$ cat src/design/liu_pkg.sv
// Shared types, constants and control structs for the linear interpolation upsampler.
// This file has no dependencies. Every other design file uses it by scoped names.
package liu_pkg;

  // Sample and phase widths.
  localparam int SAMPLE_BITS = 16;
  localparam int FRAC_BITS   = 16;
  localparam int PHASE_W     = FRAC_BITS + 1;

  // Phase constants in Q1.FRAC_BITS.
  localparam logic [PHASE_W-1:0] PHASE_ONE = PHASE_W'(1) << FRAC_BITS;
  localparam logic [PHASE_W-1:0] STEP_MIN  = PHASE_ONE >> 5;

  // Configuration port geometry.
  localparam int CFG_ADDR_W = 3;
  localparam int CFG_DATA_W = 32;

  // Register indexes on the configuration port.
  typedef enum logic [0:0] {
    REG_PHASE_STEP = 1'b0,
    REG_NONE       = 1'b1
  } reg_idx_t;

  // Payload words.
  typedef struct packed {
    logic signed [SAMPLE_BITS-1:0] sample;
    logic                          end_of_stream;
  } in_word_t;

  typedef struct packed {
    logic signed [SAMPLE_BITS-1:0] value;
    logic                          run_last;
  } out_word_t;

  // Controller states.
  typedef enum logic [1:0] {
    ST_IDLE   = 2'd0,
    ST_INTERP = 2'd1,
    ST_TAIL   = 2'd2
  } state_t;

  // Commands from the controller to the datapath.
  typedef struct packed {
    logic load;       // Latch the incoming word and the effective step.
    logic emit;       // Write one output word and advance the phase.
    logic sel_tail;   // The emitted word repeats the current sample.
    logic close_ivl;  // The current sample becomes the previous one.
    logic end_trace;  // Clear phase and previous flag after the final sample.
  } dp_cmd_t;

  // Status from the datapath to the controller.
  typedef struct packed {
    logic have_prev;  // A sample of the current trace is held.
    logic wrap;       // The advanced phase reaches one.
    logic last;       // The held sample ends its trace.
    logic out_free;   // The output register can take a word this cycle.
  } dp_stat_t;

endpackage

$ cat src/design/liu_ctrl.sv
// Controller state machine for the linear interpolation upsampler.
// Depends on liu_pkg for the state type and the command and status structs.
module liu_ctrl (
  input  logic              clk,
  input  logic              rst_n,
  input  logic              in_valid,
  input  logic              in_eos,
  output logic              in_stall,
  input  liu_pkg::dp_stat_t stat,
  output liu_pkg::dp_cmd_t  cmd
);

  liu_pkg::state_t state_r;
  liu_pkg::state_t state_nxt;

  // State register.
  always_ff @(posedge clk) begin
    if (!rst_n) begin
      state_r <= liu_pkg::ST_IDLE;
    end else begin
      state_r <= state_nxt;
    end
  end

  // Next state and commands.
  always_comb begin
    state_nxt = state_r;
    cmd       = '0;
    in_stall  = 1'b1;
    unique case (state_r)
      liu_pkg::ST_IDLE: begin
        in_stall = 1'b0;
        if (in_valid) begin
          cmd.load = 1'b1;
          if (stat.have_prev) begin
            state_nxt = liu_pkg::ST_INTERP;
          end else if (in_eos) begin
            state_nxt = liu_pkg::ST_TAIL;
          end else begin
            cmd.close_ivl = 1'b1;
          end
        end
      end
      liu_pkg::ST_INTERP: begin
        if (stat.out_free) begin
          cmd.emit = 1'b1;
          if (stat.wrap) begin
            if (stat.last) begin
              state_nxt = liu_pkg::ST_TAIL;
            end else begin
              cmd.close_ivl = 1'b1;
              state_nxt     = liu_pkg::ST_IDLE;
            end
          end
        end
      end
      liu_pkg::ST_TAIL: begin
        cmd.sel_tail = 1'b1;
        if (stat.out_free) begin
          cmd.emit = 1'b1;
          if (stat.wrap) begin
            cmd.end_trace = 1'b1;
            state_nxt     = liu_pkg::ST_IDLE;
          end
        end
      end
      default: begin
        state_nxt = liu_pkg::ST_IDLE;
      end
    endcase
  end

endmodule

$ cat src/design/liu_datapath.sv
// Datapath of the linear interpolation upsampler: sample and phase registers,
// the interpolation multiplier and the output register. Depends on liu_pkg.
module liu_datapath (
  input  logic                          clk,
  input  logic                          rst_n,
  input  liu_pkg::in_word_t             in_data,
  input  logic [liu_pkg::PHASE_W-1:0]   phase_step,
  input  liu_pkg::dp_cmd_t              cmd,
  output liu_pkg::dp_stat_t             stat,
  output logic                          out_valid,
  input  logic                          out_stall,
  output liu_pkg::out_word_t            out_data
);

  localparam int DIFF_W = liu_pkg::SAMPLE_BITS + 1;
  localparam int PROD_W = DIFF_W + liu_pkg::PHASE_W + 1;

  logic signed [liu_pkg::SAMPLE_BITS-1:0] prev_r;
  logic signed [liu_pkg::SAMPLE_BITS-1:0] cur_r;
  logic                                   last_r;
  logic [liu_pkg::PHASE_W-1:0]            step_r;
  logic [liu_pkg::PHASE_W-1:0]            ph_r;
  logic                                   have_prev_r;
  logic                                   out_valid_r;
  liu_pkg::out_word_t                     out_word_r;

  logic [liu_pkg::PHASE_W-1:0]            step_eff;
  logic [liu_pkg::PHASE_W:0]              ph_sum;
  logic                                   wrap;
  logic signed [DIFF_W-1:0]               diff;
  logic signed [PROD_W-1:0]               prod;
  logic signed [PROD_W-1:0]               prod_sh;
  logic signed [liu_pkg::SAMPLE_BITS-1:0] interp;
  liu_pkg::out_word_t                     word_nxt;

  // Clamp the programmed step to the supported range.
  always_comb begin
    step_eff = phase_step;
    if (phase_step < liu_pkg::STEP_MIN) begin
      step_eff = liu_pkg::STEP_MIN;
    end else if (phase_step > liu_pkg::PHASE_ONE) begin
      step_eff = liu_pkg::PHASE_ONE;
    end
  end

  // Phase advance; the interval closes when the phase reaches one.
  assign ph_sum = {1'b0, ph_r} + {1'b0, step_r};
  assign wrap   = ph_sum >= {1'b0, liu_pkg::PHASE_ONE};

  // Interpolation: prev + floor((cur - prev) * phase / one).
  assign diff    = DIFF_W'(cur_r) - DIFF_W'(prev_r);
  assign prod    = PROD_W'(diff) * PROD_W'($signed({1'b0, ph_r}));
  assign prod_sh = prod >>> liu_pkg::FRAC_BITS;
  assign interp  = prev_r + liu_pkg::SAMPLE_BITS'(prod_sh);

  // Select the outgoing word and mark the last one of this input.
  always_comb begin
    if (cmd.sel_tail) begin
      word_nxt.value    = cur_r;
      word_nxt.run_last = wrap;
    end else begin
      word_nxt.value    = interp;
      word_nxt.run_last = wrap && !last_r;
    end
  end

  // Input word and step capture.
  always_ff @(posedge clk) begin
    if (cmd.load) begin
      cur_r  <= in_data.sample;
      last_r <= in_data.end_of_stream;
      step_r <= step_eff;
    end
  end

  // Previous sample register.
  always_ff @(posedge clk) begin
    if (!rst_n) begin
      prev_r <= '0;
    end else if (cmd.close_ivl || cmd.end_trace) begin
      prev_r <= cmd.load ? in_data.sample : cur_r;
    end
  end

  // Phase and trace flag.
  always_ff @(posedge clk) begin
    if (!rst_n) begin
      ph_r        <= '0;
      have_prev_r <= 1'b0;
    end else begin
      if (cmd.end_trace) begin
        ph_r <= '0;
      end else if (cmd.emit) begin
        ph_r <= wrap ? liu_pkg::PHASE_W'(ph_sum - {1'b0, liu_pkg::PHASE_ONE})
                     : liu_pkg::PHASE_W'(ph_sum);
      end
      if (cmd.end_trace) begin
        have_prev_r <= 1'b0;
      end else if (cmd.close_ivl) begin
        have_prev_r <= 1'b1;
      end
    end
  end

  // Output register; it holds a word until the receiver takes it.
  always_ff @(posedge clk) begin
    if (!rst_n) begin
      out_valid_r <= 1'b0;
    end else if (cmd.emit) begin
      out_valid_r <= 1'b1;
    end else if (!out_stall) begin
      out_valid_r <= 1'b0;
    end
  end

  always_ff @(posedge clk) begin
    if (cmd.emit) begin
      out_word_r <= word_nxt;
    end
  end

  assign stat.have_prev = have_prev_r;
  assign stat.wrap      = wrap;
  assign stat.last      = last_r;
  assign stat.out_free  = !out_valid_r || !out_stall;

  assign out_valid = out_valid_r;
  assign out_data  = out_word_r;

endmodule

$ cat src/design/linear_interp_upsampler.sv
// Linear interpolation upsampler, top level: configuration register, controller, datapath.
// An input is taken in ST_IDLE; ST_INTERP or ST_TAIL emit its words into the output register.
// Throughput: an input that closes an interval gives N outputs (at most 32, or 64 on a final
// sample); one output word leaves per cycle from the one interpolation unit while not stalled.
// Reset: synchronous, active low; step returns to one, phase and previous sample to zero.
// Depends on liu_pkg, liu_ctrl and liu_datapath.
module linear_interp_upsampler (
  input  logic                              clk,
  input  logic                              rst_n,
  input  logic                              in_valid,
  output logic                              in_stall,
  input  liu_pkg::in_word_t                 in_data,
  output logic                              out_valid,
  input  logic                              out_stall,
  output liu_pkg::out_word_t                out_data,
  input  logic                              psel,
  input  logic                              penable,
  input  logic                              pwrite,
  input  logic [liu_pkg::CFG_ADDR_W-1:0]    paddr,
  input  logic [liu_pkg::CFG_DATA_W-1:0]    pwdata,
  output logic [liu_pkg::CFG_DATA_W-1:0]    prdata,
  output logic                              pready
);

  logic [liu_pkg::PHASE_W-1:0] phase_step_r;
  liu_pkg::reg_idx_t           reg_idx;
  logic                        cfg_wr;
  liu_pkg::dp_cmd_t            cmd;
  liu_pkg::dp_stat_t           stat;

  // Register decode: one word per register.
  assign reg_idx = liu_pkg::reg_idx_t'(paddr[liu_pkg::CFG_ADDR_W-1]);
  assign pready  = 1'b1;
  assign cfg_wr  = psel && penable && pwrite;

  // Step register.
  always_ff @(posedge clk) begin
    if (!rst_n) begin
      phase_step_r <= liu_pkg::PHASE_ONE;
    end else if (cfg_wr && (reg_idx == liu_pkg::REG_PHASE_STEP)) begin
      phase_step_r <= pwdata[liu_pkg::PHASE_W-1:0];
    end
  end

  // Read back.
  always_comb begin
    unique case (reg_idx)
      liu_pkg::REG_PHASE_STEP: prdata = liu_pkg::CFG_DATA_W'(phase_step_r);
      default:                 prdata = '0;
    endcase
  end

  liu_ctrl u_ctrl (
    .clk      (clk),
    .rst_n    (rst_n),
    .in_valid (in_valid),
    .in_eos   (in_data.end_of_stream),
    .in_stall (in_stall),
    .stat     (stat),
    .cmd      (cmd)
  );

  liu_datapath u_datapath (
    .clk        (clk),
    .rst_n      (rst_n),
    .in_data    (in_data),
    .phase_step (phase_step_r),
    .cmd        (cmd),
    .stat       (stat),
    .out_valid  (out_valid),
    .out_stall  (out_stall),
    .out_data   (out_data)
  );

endmodule

$ cat config.mk
export PLATFORM = sky130hd
export DESIGN_NAME = linear_interp_upsampler
export DESIGN_NICKNAME = d
export VERILOG_FILES = /design/src/design/liu_pkg.sv /design/src/design/liu_ctrl.sv /design/src/design/liu_datapath.sv /design/src/design/linear_interp_upsampler.sv
export SDC_FILE = /design/constraint.sdc
export NUM_CORES = 1
export LEC_CHECK = 0
export BUFFER_PORTS_ARGS = -buffer_cell sky130_fd_sc_hd__buf_4
export CAP_MARGIN = 20
export CORE_ASPECT_RATIO = 2
export CORE_MARGIN = 4
export CORE_UTILIZATION = 61
export CTS_CLUSTER_DIAMETER = 200
export DETAILED_ROUTE_END_ITERATION = 10
export GPL_TIMING_DRIVEN = 1
export PLACE_DENSITY = 0.87
export SLEW_MARGIN = 10
export SYNTH_ARGS = -nofsm -noshare
export SYNTH_HDL_FRONTEND = slang
export SYNTH_SLANG_ARGS = --single-unit
$ cat constraint.sdc
create_clock -name clk -period 10.5 [get_ports clk]
set_clock_uncertainty 0.05 [all_clocks]
set_input_delay 1.05 -clock clk [delete_from_list [all_inputs] [get_ports clk]]
set_output_delay 1.05 -clock clk [all_outputs]
set_load 0.005 [all_outputs]
==> qor.yml, run 1 <==
cts_made_buffers: 9
timing.final.max_slew_violations: 0
synth_common_cells: "inv_1 (340), nand2_1 (258), fa_1 (226)"
period_minus_slack_ns: 9.85
synth-edff-count: 35
cts_resized: 0
critPathArrivalTime_ns: 9.89
num_antenna_cells: 0
synth_cells: 1769
worstSetupEndpointType: "register"
cp_num_cells: 40
cp.buffers_inverters: 6
synth_top_cells_by_area: "fa_1 (29%), ha_1 (13%), dfxtp_1 (9.0%)"
min_path_cells: 2
cpMaxStageDelayCell: "fa_1"
hold_viol: 0
required_ns: 10.54
crit_fanout: 9
grt_pass1_wl_microns: 63400
routed_via_density: 5.74
cts_hold_buf: 0
grt.overflow.total: 0
dieHeight_microns: 233
io_buffers: 77
synth_xor_xnor_area_share: 0.0287
wl_per_cell_microns: 17.7
nNetsFinal: 2256
synth.avg_cell_area_sq_um: 8.76
coreArea_sq_um: 25000
slowest_delay_ns: 0.55
clk_pin_slew_worst_paths_ns: 0.07
drive_gt1_frac: 0.0936
clk_path_buf_depth: 2
start_util: 0.619
synth.yosys.seq_area_share: 0.158
drt_iter0_markers: 558
cts_max_level: 3
clock.fmax_mhz: 101
synthAdderAreaFrac: 0.421
grt_setup_unrepaired: "yes"
synthesis.area_sq_um: 15500
cts_setup_buffers: 0
grtUsageTotal: 0.284
yosysMostFrequentCell: "inv_1"
setup_tns_ns: 0
synth_top_family_by_area: "adder cells"
start_kind: "register"
synth_compound_area_frac: 0.0950
vias: 12361
reg2reg_depth: 40
period_share: 0.938
cap_violations: 0
outcome: "finished, final reports clean"
fp.dieArea_sq_um: 28200
synthSimpleGateAreaFrac: 0.176
ys.warnings.count: 0
area_delta_synth_final_pct: 7.39
async_flop_share: 0
first_pass_iters: 6
dp_hpwl_microns: 31000
place_congestion: 0.920
grt_pass1_vias: 13542
die_x_microns: 121
postRouteAntennaNets: 0
path_class: "register to register"
yosysTopAreaCellShare: 0.292
yosysTopAreaCell: "fa_1"
setup_viol: 0
ys_seq_elements: 105
synth_mux_area_frac: 0.0116
worst_path_dominant_cell_family: "adder cells"
min-delay-path-class: "register to register"
grt_max_degree: 55
synth_cell_types: 68
tightest_slew_ns: 1.00
pin_count: 111
finalWirelength_microns: 38100
clkSinkCount: 105
antenna_found_initial: 0
ys.flop_type: "dfxtp_1"
drc_errors: 0
ctsRootBufferMaster: "clkbuf_16"
num_rows: 82
clk_latency_ns: 0.36
maxSlewHeadroom: 0.330
cts_tree: "done"
[layout make-up]
type                       instances  area [sq um]
multi-input combinational       1257         11500
clock buffer                       9           225
sequential                       105          2450
clock inverter                     7          46.3
inverter                         340          1280
tap                              336           420
fill                            1897          8380
timing repair buffer              98           739
[through the flow]
stage          cell area (sq um)  cells  worst slack [ns]  hold slack [ns]   util
2_1_floorplan              15600   1783              1.35            0.393      -
3_3_place_gp               16300   2136             0.487            0.402  0.653
3_5_place_dp               16300   2136             0.225            0.413  0.653
4_1_cts                    16600   2152             0.163            0.423  0.664
5_1_grt                    16700   2152           -0.0354            0.450  0.665
6_report                   16700   2152             0.647            0.425  0.665
[state kept, by name (all words and copies together), names as in the netlist]
| name | count |
|---|---|
| u_datapath.out_valid | 1 |
| u_datapath.cur_r | 16 |
| phase_step_r | 17 |
| u_datapath.have_prev_r | 1 |
| u_ctrl.state_r | 2 |
| u_datapath.prev_r | 16 |
| u_datapath.ph_r | 17 |
| u_datapath.step_r | 17 |
| u_datapath.out_data | 17 |
| u_datapath.last_r | 1 |
[per-layer routing]
metal,track usage,up-vias,wire [microns]
li1,-,5550,-
met3,0.0279,237,1710
met1,0.283,6099,12300
met4,0.207,0,3310
met2,0.535,475,20800
met5,0,-,0
[cells by family after synthesis]
family                   count (synthesis)
buffers and inverters                  421
AND/OR/NAND/NOR                        567
AO/OA/AOI/OAI                          222
flip-flops                             105
other                                    2
XOR/XNOR                                50
multiplexers                            16
adder cells (fa/ha/maj)                386
[cell usage in the layout (no fill, tap or decap), types with 6 or more instances in the layout]
| cell type | synthesis | routed |
|---|---|---|
| or2_2 | 11 | 11 |
| o21ai_0 | 45 | 44 |
| xor2_1 | 13 | 13 |
| conb_1 | 2 | 16 |
| xnor2_2 | 1 | 7 |
| ha_1 | 160 | 160 |
| and2_1 | 100 | 100 |
| a21o_1 | 12 | 12 |
| nor2_1 | 57 | 57 |
| a21oi_1 | 58 | 58 |
| edfxtp_1 | 35 | 35 |
| nand2_1 | 258 | 258 |
| mux2_2 | 16 | 16 |
| dfxtp_1 | 70 | 69 |
| xnor2_1 | 36 | 30 |
| inv_1 | 340 | 340 |
| nand2b_1 | 11 | 11 |
| fa_1 | 226 | 226 |
| a211oi_1 | 8 | 8 |
| nor3_1 | 16 | 16 |
| o21ai_2 | 6 | 6 |
| clkbuf_16 | 0 | 9 |
| and3_1 | 8 | 8 |
| a21boi_0 | 19 | 19 |
| nor2b_1 | 55 | 55 |
| o21bai_1 | 12 | 12 |
| o21ai_1 | 15 | 16 |
| o21a_1 | 12 | 12 |
| nand3_1 | 30 | 30 |
| buf_4 | 16 | 97 |
[final timing paths]
kind	from	endpoint	slack, ns
setup / recovery	u_datapath.cur_r[0]$_DFF_P_	u_datapath.out_data[16]$_DFFE_PP_	0.65
hold / removal	phase_step_r[11]$_SDFFE_PN0P_	phase_step_r[11]$_SDFFE_PN0P_	0.42
setup reg to reg	u_datapath.cur_r[0]$_DFF_P_	u_datapath.out_data[16]$_DFFE_PP_	0.65
hold reg to reg	phase_step_r[11]$_SDFFE_PN0P_	phase_step_r[11]$_SDFFE_PN0P_	0.42
[worst register-to-register path: cells and delay by family, from the launching register on]
| family | cells | cell delay (ns) |
|---|---|---|
| buffers and inverters | 6 | 0.33 |
| xor gates and xnor gates | 4 | 0.97 |
| adders and majority gates | 10 | 4.08 |
| and+or+nand+nor | 6 | 0.91 |
| DFF | 1 | 0.32 |
| AOI/OAI and AO/OA | 14 | 2.93 |
Power of run 1 is left out: the tool's default activity adds up to more than one toggle a clock period on the data nets, which glitch-free logic cannot reach.
==> inputs of run 2 (changes only) <==
- CORE_UTILIZATION: 61 -> 42
- PLACE_DENSITY: 0.87 -> 0.65
==> qor.yml, run 2 (synthesis results as in run 1) <==
grt_pass1_vias: 13113  # -3.2%
cpMaxStageDelayCell: "fa_1"
outcome: "finished, final reports clean"
clk_pin_slew_worst_paths_ns: 0.07  # about the same
ctsRootBufferMaster: "clkbuf_16"
first_pass_iters: 5  # -1
start_kind: "register"
worstSetupEndpointType: "register"
cts_tree: "done"
nNetsFinal: 2262  # +0.27%
holdWs_ns: 0.417  # -0.00808 ns
dieHeight_microns: 280  # +20%
cts_made_buffers: 9  # unchanged
num_antenna_cells: 0  # unchanged
cts_hold_buf: 0  # unchanged
clkSinkCount: 105  # unchanged
cts_setup_buffers: 0  # unchanged
clock.fmax_mhz: 101  # -0.61%
finalWirelength_microns: 38400  # +0.80%
final_cell_mix: "inv_1 (340), nand2_1 (258), fa_1 (226)"
fp.dieArea_sq_um: 40200  # +43%
period_share: 0.944  # +0.00572
clk_latency_ns: 0.36  # about the same
grt_max_degree: 55  # unchanged
start_util: 0.424  # -0.195
layout_commonest_cell: "inv_1"
maxSlewHeadroom: 0.312  # -0.0178
min-delay-path-class: "register to register"
io_buffers: 77  # unchanged
drt_iter0_markers: 479  # -14%
postLayoutCellArea_sq_um: 16900  # +1.3%
use_met2: 0.390  # -0.145
num_rows: 99  # +21%
setup_viol: 0  # unchanged
area_delta_synth_final_pct: 8.76
path_class: "register to register"
use_met1: 0.208  # -0.0756
postRouteAntennaNets: 0  # unchanged
clk_path_buf_depth: 2  # unchanged
grtUsageTotal: 0.202  # -0.0825
postPlaceCellArea_sq_um: 16500  # +1.1%
grtUsageMet3: 0.0200  # -0.00788
tightest_slew_ns: 1.03  # +0.0266 ns
slowest_delay_ns: 0.54  # about the same
wl_per_cell_microns: 16.9  # -4.7%
cap_violations: 0  # unchanged
grt_pass1_wl_microns: 64300  # +1.4%
hold_viol: 0  # unchanged
timing.final.max_slew_violations: 0  # unchanged
drive_gt1_frac: 0.0971  # +0.00353
busiest_layer: "met2"
cts_max_level: 3  # unchanged
die_x_microns: 144  # +19%
vias: 11817  # -4.4%
critPathArrivalTime_ns: 9.96  # +0.07 ns
crit_fanout: 16  # +7
routed_via_density: 5.19  # -9.6%
fillers: 3498  # +84%
drc_errors: 0  # unchanged
coreArea_sq_um: 36500  # +46%
required_ns: 10.55  # about the same
cts_resized: 0  # unchanged
place_congestion: 0.862  # -6.2%
grt.overflow.total: 0  # unchanged
period_minus_slack_ns: 9.91  # +0.0600 ns
dp_hpwl_microns: 31800  # +2.4%
setup_tns_ns: 0  # unchanged
pin_count: 111  # unchanged
antenna_found_initial: 0  # unchanged
-- run 2: cell types whose count changed in the layout (fill, tap and decap cells not counted), moves of 2 or more --
| cell | previous run | this run |
|---|---|---|
| xnor2_1 | 30 | 32 |
| clkinv_1 | 3 | 1 |
| clkinv_2 | 0 | 2 |
| xnor2_2 | 7 | 5 |
| buf_4 | 97 | 104 |
| a31oi_2 | 3 | 1 |
-- run 2: stage by stage --
step	setup WS, ns	util	cells
after floorplan	1.35	-	1783
after global placement	0.316	0.452	2260
after detailed placement	0.147	0.452	2260
after CTS	0.0963	0.460	2276
after global routing	-0.00950	0.461	2276
final	0.587	0.461	2276
-- run 2: worst paths after layout --
| check | start | slack [ns] | to | depth (start not counted) |
|---|---|---|---|---|
| worst max-delay path | u_datapath.prev_r[1]$_SDFFE_PN0P_ | 0.59 | u_datapath.out_data[16]$_DFFE_PP_ | 40 |
| worst min-delay path | phase_step_r[11]$_SDFFE_PN0P_ | 0.42 | phase_step_r[11]$_SDFFE_PN0P_ | 2 |
| worst max register to register | u_datapath.prev_r[1]$_SDFFE_PN0P_ | 0.59 | u_datapath.out_data[16]$_DFFE_PP_ | 40 |
| worst min register to register | phase_step_r[11]$_SDFFE_PN0P_ | 0.42 | phase_step_r[11]$_SDFFE_PN0P_ | 2 |
-- run 2: final cells by class --
class                      count  area (sq um)  share of cell area
clock buffer                   9           225              0.0134
multi-input combinational   1257         11500               0.682
timing repair buffer         104           781              0.0463
tap                          454           568              0.0337
clock inverter                 7          52.6             0.00312
inverter                     340          1280              0.0757
sequential                   105          2450               0.145
-- run 2: per-layer routing --
layer	routed length, microns	share of wire
met5	0	0
met3	1080	0.028
met2	21900	0.57
met4	2060	0.054
met1	13300	0.35
-- run 2: critical path, delay by kind of cell (launching register included) --
| family | cells | cell delay [ns] |
|---|---|---|
| and+or+nand+nor | 5 | 0.78 |
| adders and majority gates | 9 | 3.74 |
| buffers and inverters | 7 | 0.67 |
| DFF | 1 | 0.46 |
| AOI/OAI and AO/OA | 16 | 3.40 |
| xor gates and xnor gates | 3 | 0.52 |
Power of run 2 is left out for the same reason.
==> inputs of run 3 (changes only) <==
- BUFFER_PORTS_ARGS: -buffer_cell sky130_fd_sc_hd__buf_4 -> not set
- DONT_BUFFER_PORTS: not set -> 1
- PLACE_DENSITY: 0.65 -> 0.62
==> qor.yml, run 3 (synthesis results as in run 1) <==
grt_pass1_vias: 12655  # -3.5%
critPathArrivalTime_ns: 9.87  # -0.09 ns
clk_path_buf_depth: 2  # unchanged
hold_viol: 0  # unchanged
path_class: "register to register"
worst_path_dominant_cell_family: "adder cells"
cap_violations: 0  # unchanged
cp.buffers_inverters: 7  # unchanged
min-delay-path-class: "register to register"
routed_via_density: 5.23  # +0.82%
busiest_layer: "met2"
cpMaxStageDelayCell: "fa_1"
crit_fanout: 9  # -7
place_congestion: 0.865  # +0.27%
period_share: 0.936  # -0.00854
grtUsageTotal: 0.202  # +0.000615
drc_errors: 0  # unchanged
cts_max_level: 3  # unchanged
pin_count: 111  # unchanged
setup_tns_ns: 0  # unchanged
first_pass_iters: 5  # unchanged
clk_latency_ns: 0.36  # about the same
layout_commonest_cell: "inv_1"
drive_gt1_frac: 0.0578  # -0.0393
slowest_delay_ns: 0.56  # +0.02 ns
crit_top_cell: "fa_1"
setup_viol: 0  # unchanged
outcome: "finished, final reports clean"
cts_tree: "done"
finalWirelength_microns: 38700  # +0.79%
grt_pass1_wl_microns: 64300  # about the same
ctsRootBufferMaster: "clkbuf_16"
grt_setup_unrepaired: "no"
antenna_found_initial: 0  # unchanged
postRouteAntennaNets: 0  # unchanged
timing.final.max_slew_violations: 0  # unchanged
wl_per_cell_microns: 17.6  # +4.3%
grt.overflow.total: 0  # unchanged
io_buffers: 0  # -100%
final_cell_mix: "inv_1 (340), nand2_1 (258), fa_1 (226)"
start_kind: "register"
cts_made_buffers: 9  # unchanged
tightest_slew_ns: 1.07  # +0.0360 ns
clk_pin_slew_worst_paths_ns: 0.07  # about the same
dieHeight_microns: 280  # unchanged
grtUsageMet3: 0.0217  # +0.00171
die_x_microns: 144  # unchanged
start_util: 0.424  # unchanged
num_antenna_cells: 0  # unchanged
coreArea_sq_um: 36500  # unchanged
clkSinkCount: 105  # unchanged
use_met2: 0.388  # -0.00191
grt_max_degree: 55  # unchanged
worstSetupEndpointType: "register"
use_met1: 0.216  # +0.00836
clock.fmax_mhz: 102  # +0.91%
nNetsFinal: 2186  # -3.4%
drt_iter0_markers: 412  # -14%
area_delta_synth_final_pct: 5.16
fp.dieArea_sq_um: 40200  # unchanged
cts_setup_buffers: 0  # unchanged
num_rows: 99  # unchanged
dp_hpwl_microns: 31600  # -0.69%
vias: 11516  # -2.5%
period_minus_slack_ns: 9.82  # -0.0897 ns
maxSlewHeadroom: 0.288  # -0.0241
required_ns: 10.54  # about the same
run 3: cell count changes in the layout (fill, tap and decap cells not counted), sizes merged:
cell,previous run,this run
clkinv,3,1
buf,104,28
clkbuf,9,11
bufinv,0,1
inv,343,342
run 3: what timing repair did:
action / CTS / global route
setup endpoints to repair: 0 / 6
hold buffers: 0 / 0
gates resized for setup: 0 / 8
run 3: worst paths after layout:
check,start,end,slack (ns),cells past startpoint
max,u_datapath.cur_r[0]$_DFF_P_,u_datapath.out_data[14]$_DFFE_PP_,0.68,41
min,phase_step_r[11]$_SDFFE_PN0P_,phase_step_r[11]$_SDFFE_PN0P_,0.42,2
max reg2reg,u_datapath.cur_r[0]$_DFF_P_,u_datapath.out_data[14]$_DFFE_PP_,0.68,41
min reg2reg,phase_step_r[11]$_SDFFE_PN0P_,phase_step_r[11]$_SDFFE_PN0P_,0.42,2
run 3: routing by layer:
metal	part of all wire	up-vias
met5	0	-
met4	0.045	0
met3	0.035	102
met2	0.57	279
met1	0.35	5717
li1	-	5418
run 3: per-stage QoR:
step / cells / setup WS (ns) / instance area, sq um / util / hold WS [ns]
after floorplan: 1783 / 1.35 / 15600 / - / 0.393
after global placement: 2183 / 0.302 / 15900 / 0.436 / 0.407
after detailed placement: 2183 / 0.257 / 15900 / 0.436 / 0.409
after CTS: 2199 / 0.229 / 16300 / 0.445 / 0.420
after global routing: 2200 / 0.0341 / 16300 / 0.446 / 0.448
final: 2200 / 0.676 / 16300 / 0.446 / 0.423
run 3: final cells by class:
type                            count  area, sq um
Clock buffer                       11          243
Clock inverter                      5         63.8
Fill cell                        3505        20200
Inverter                          340         1280
Multi-Input combinational cell   1257        11500
Sequential cell                   105         2450
Tap cell                          454          568
Timing Repair Buffer               28          221
run 3: tightest hold or removal path, cell delays in order, from the launching register on:
cell and delay, ns:
dfxtp_1 0.31, nand2_1 0.05, a21boi_0 0.07
Power of run 3 is left out for the same reason.
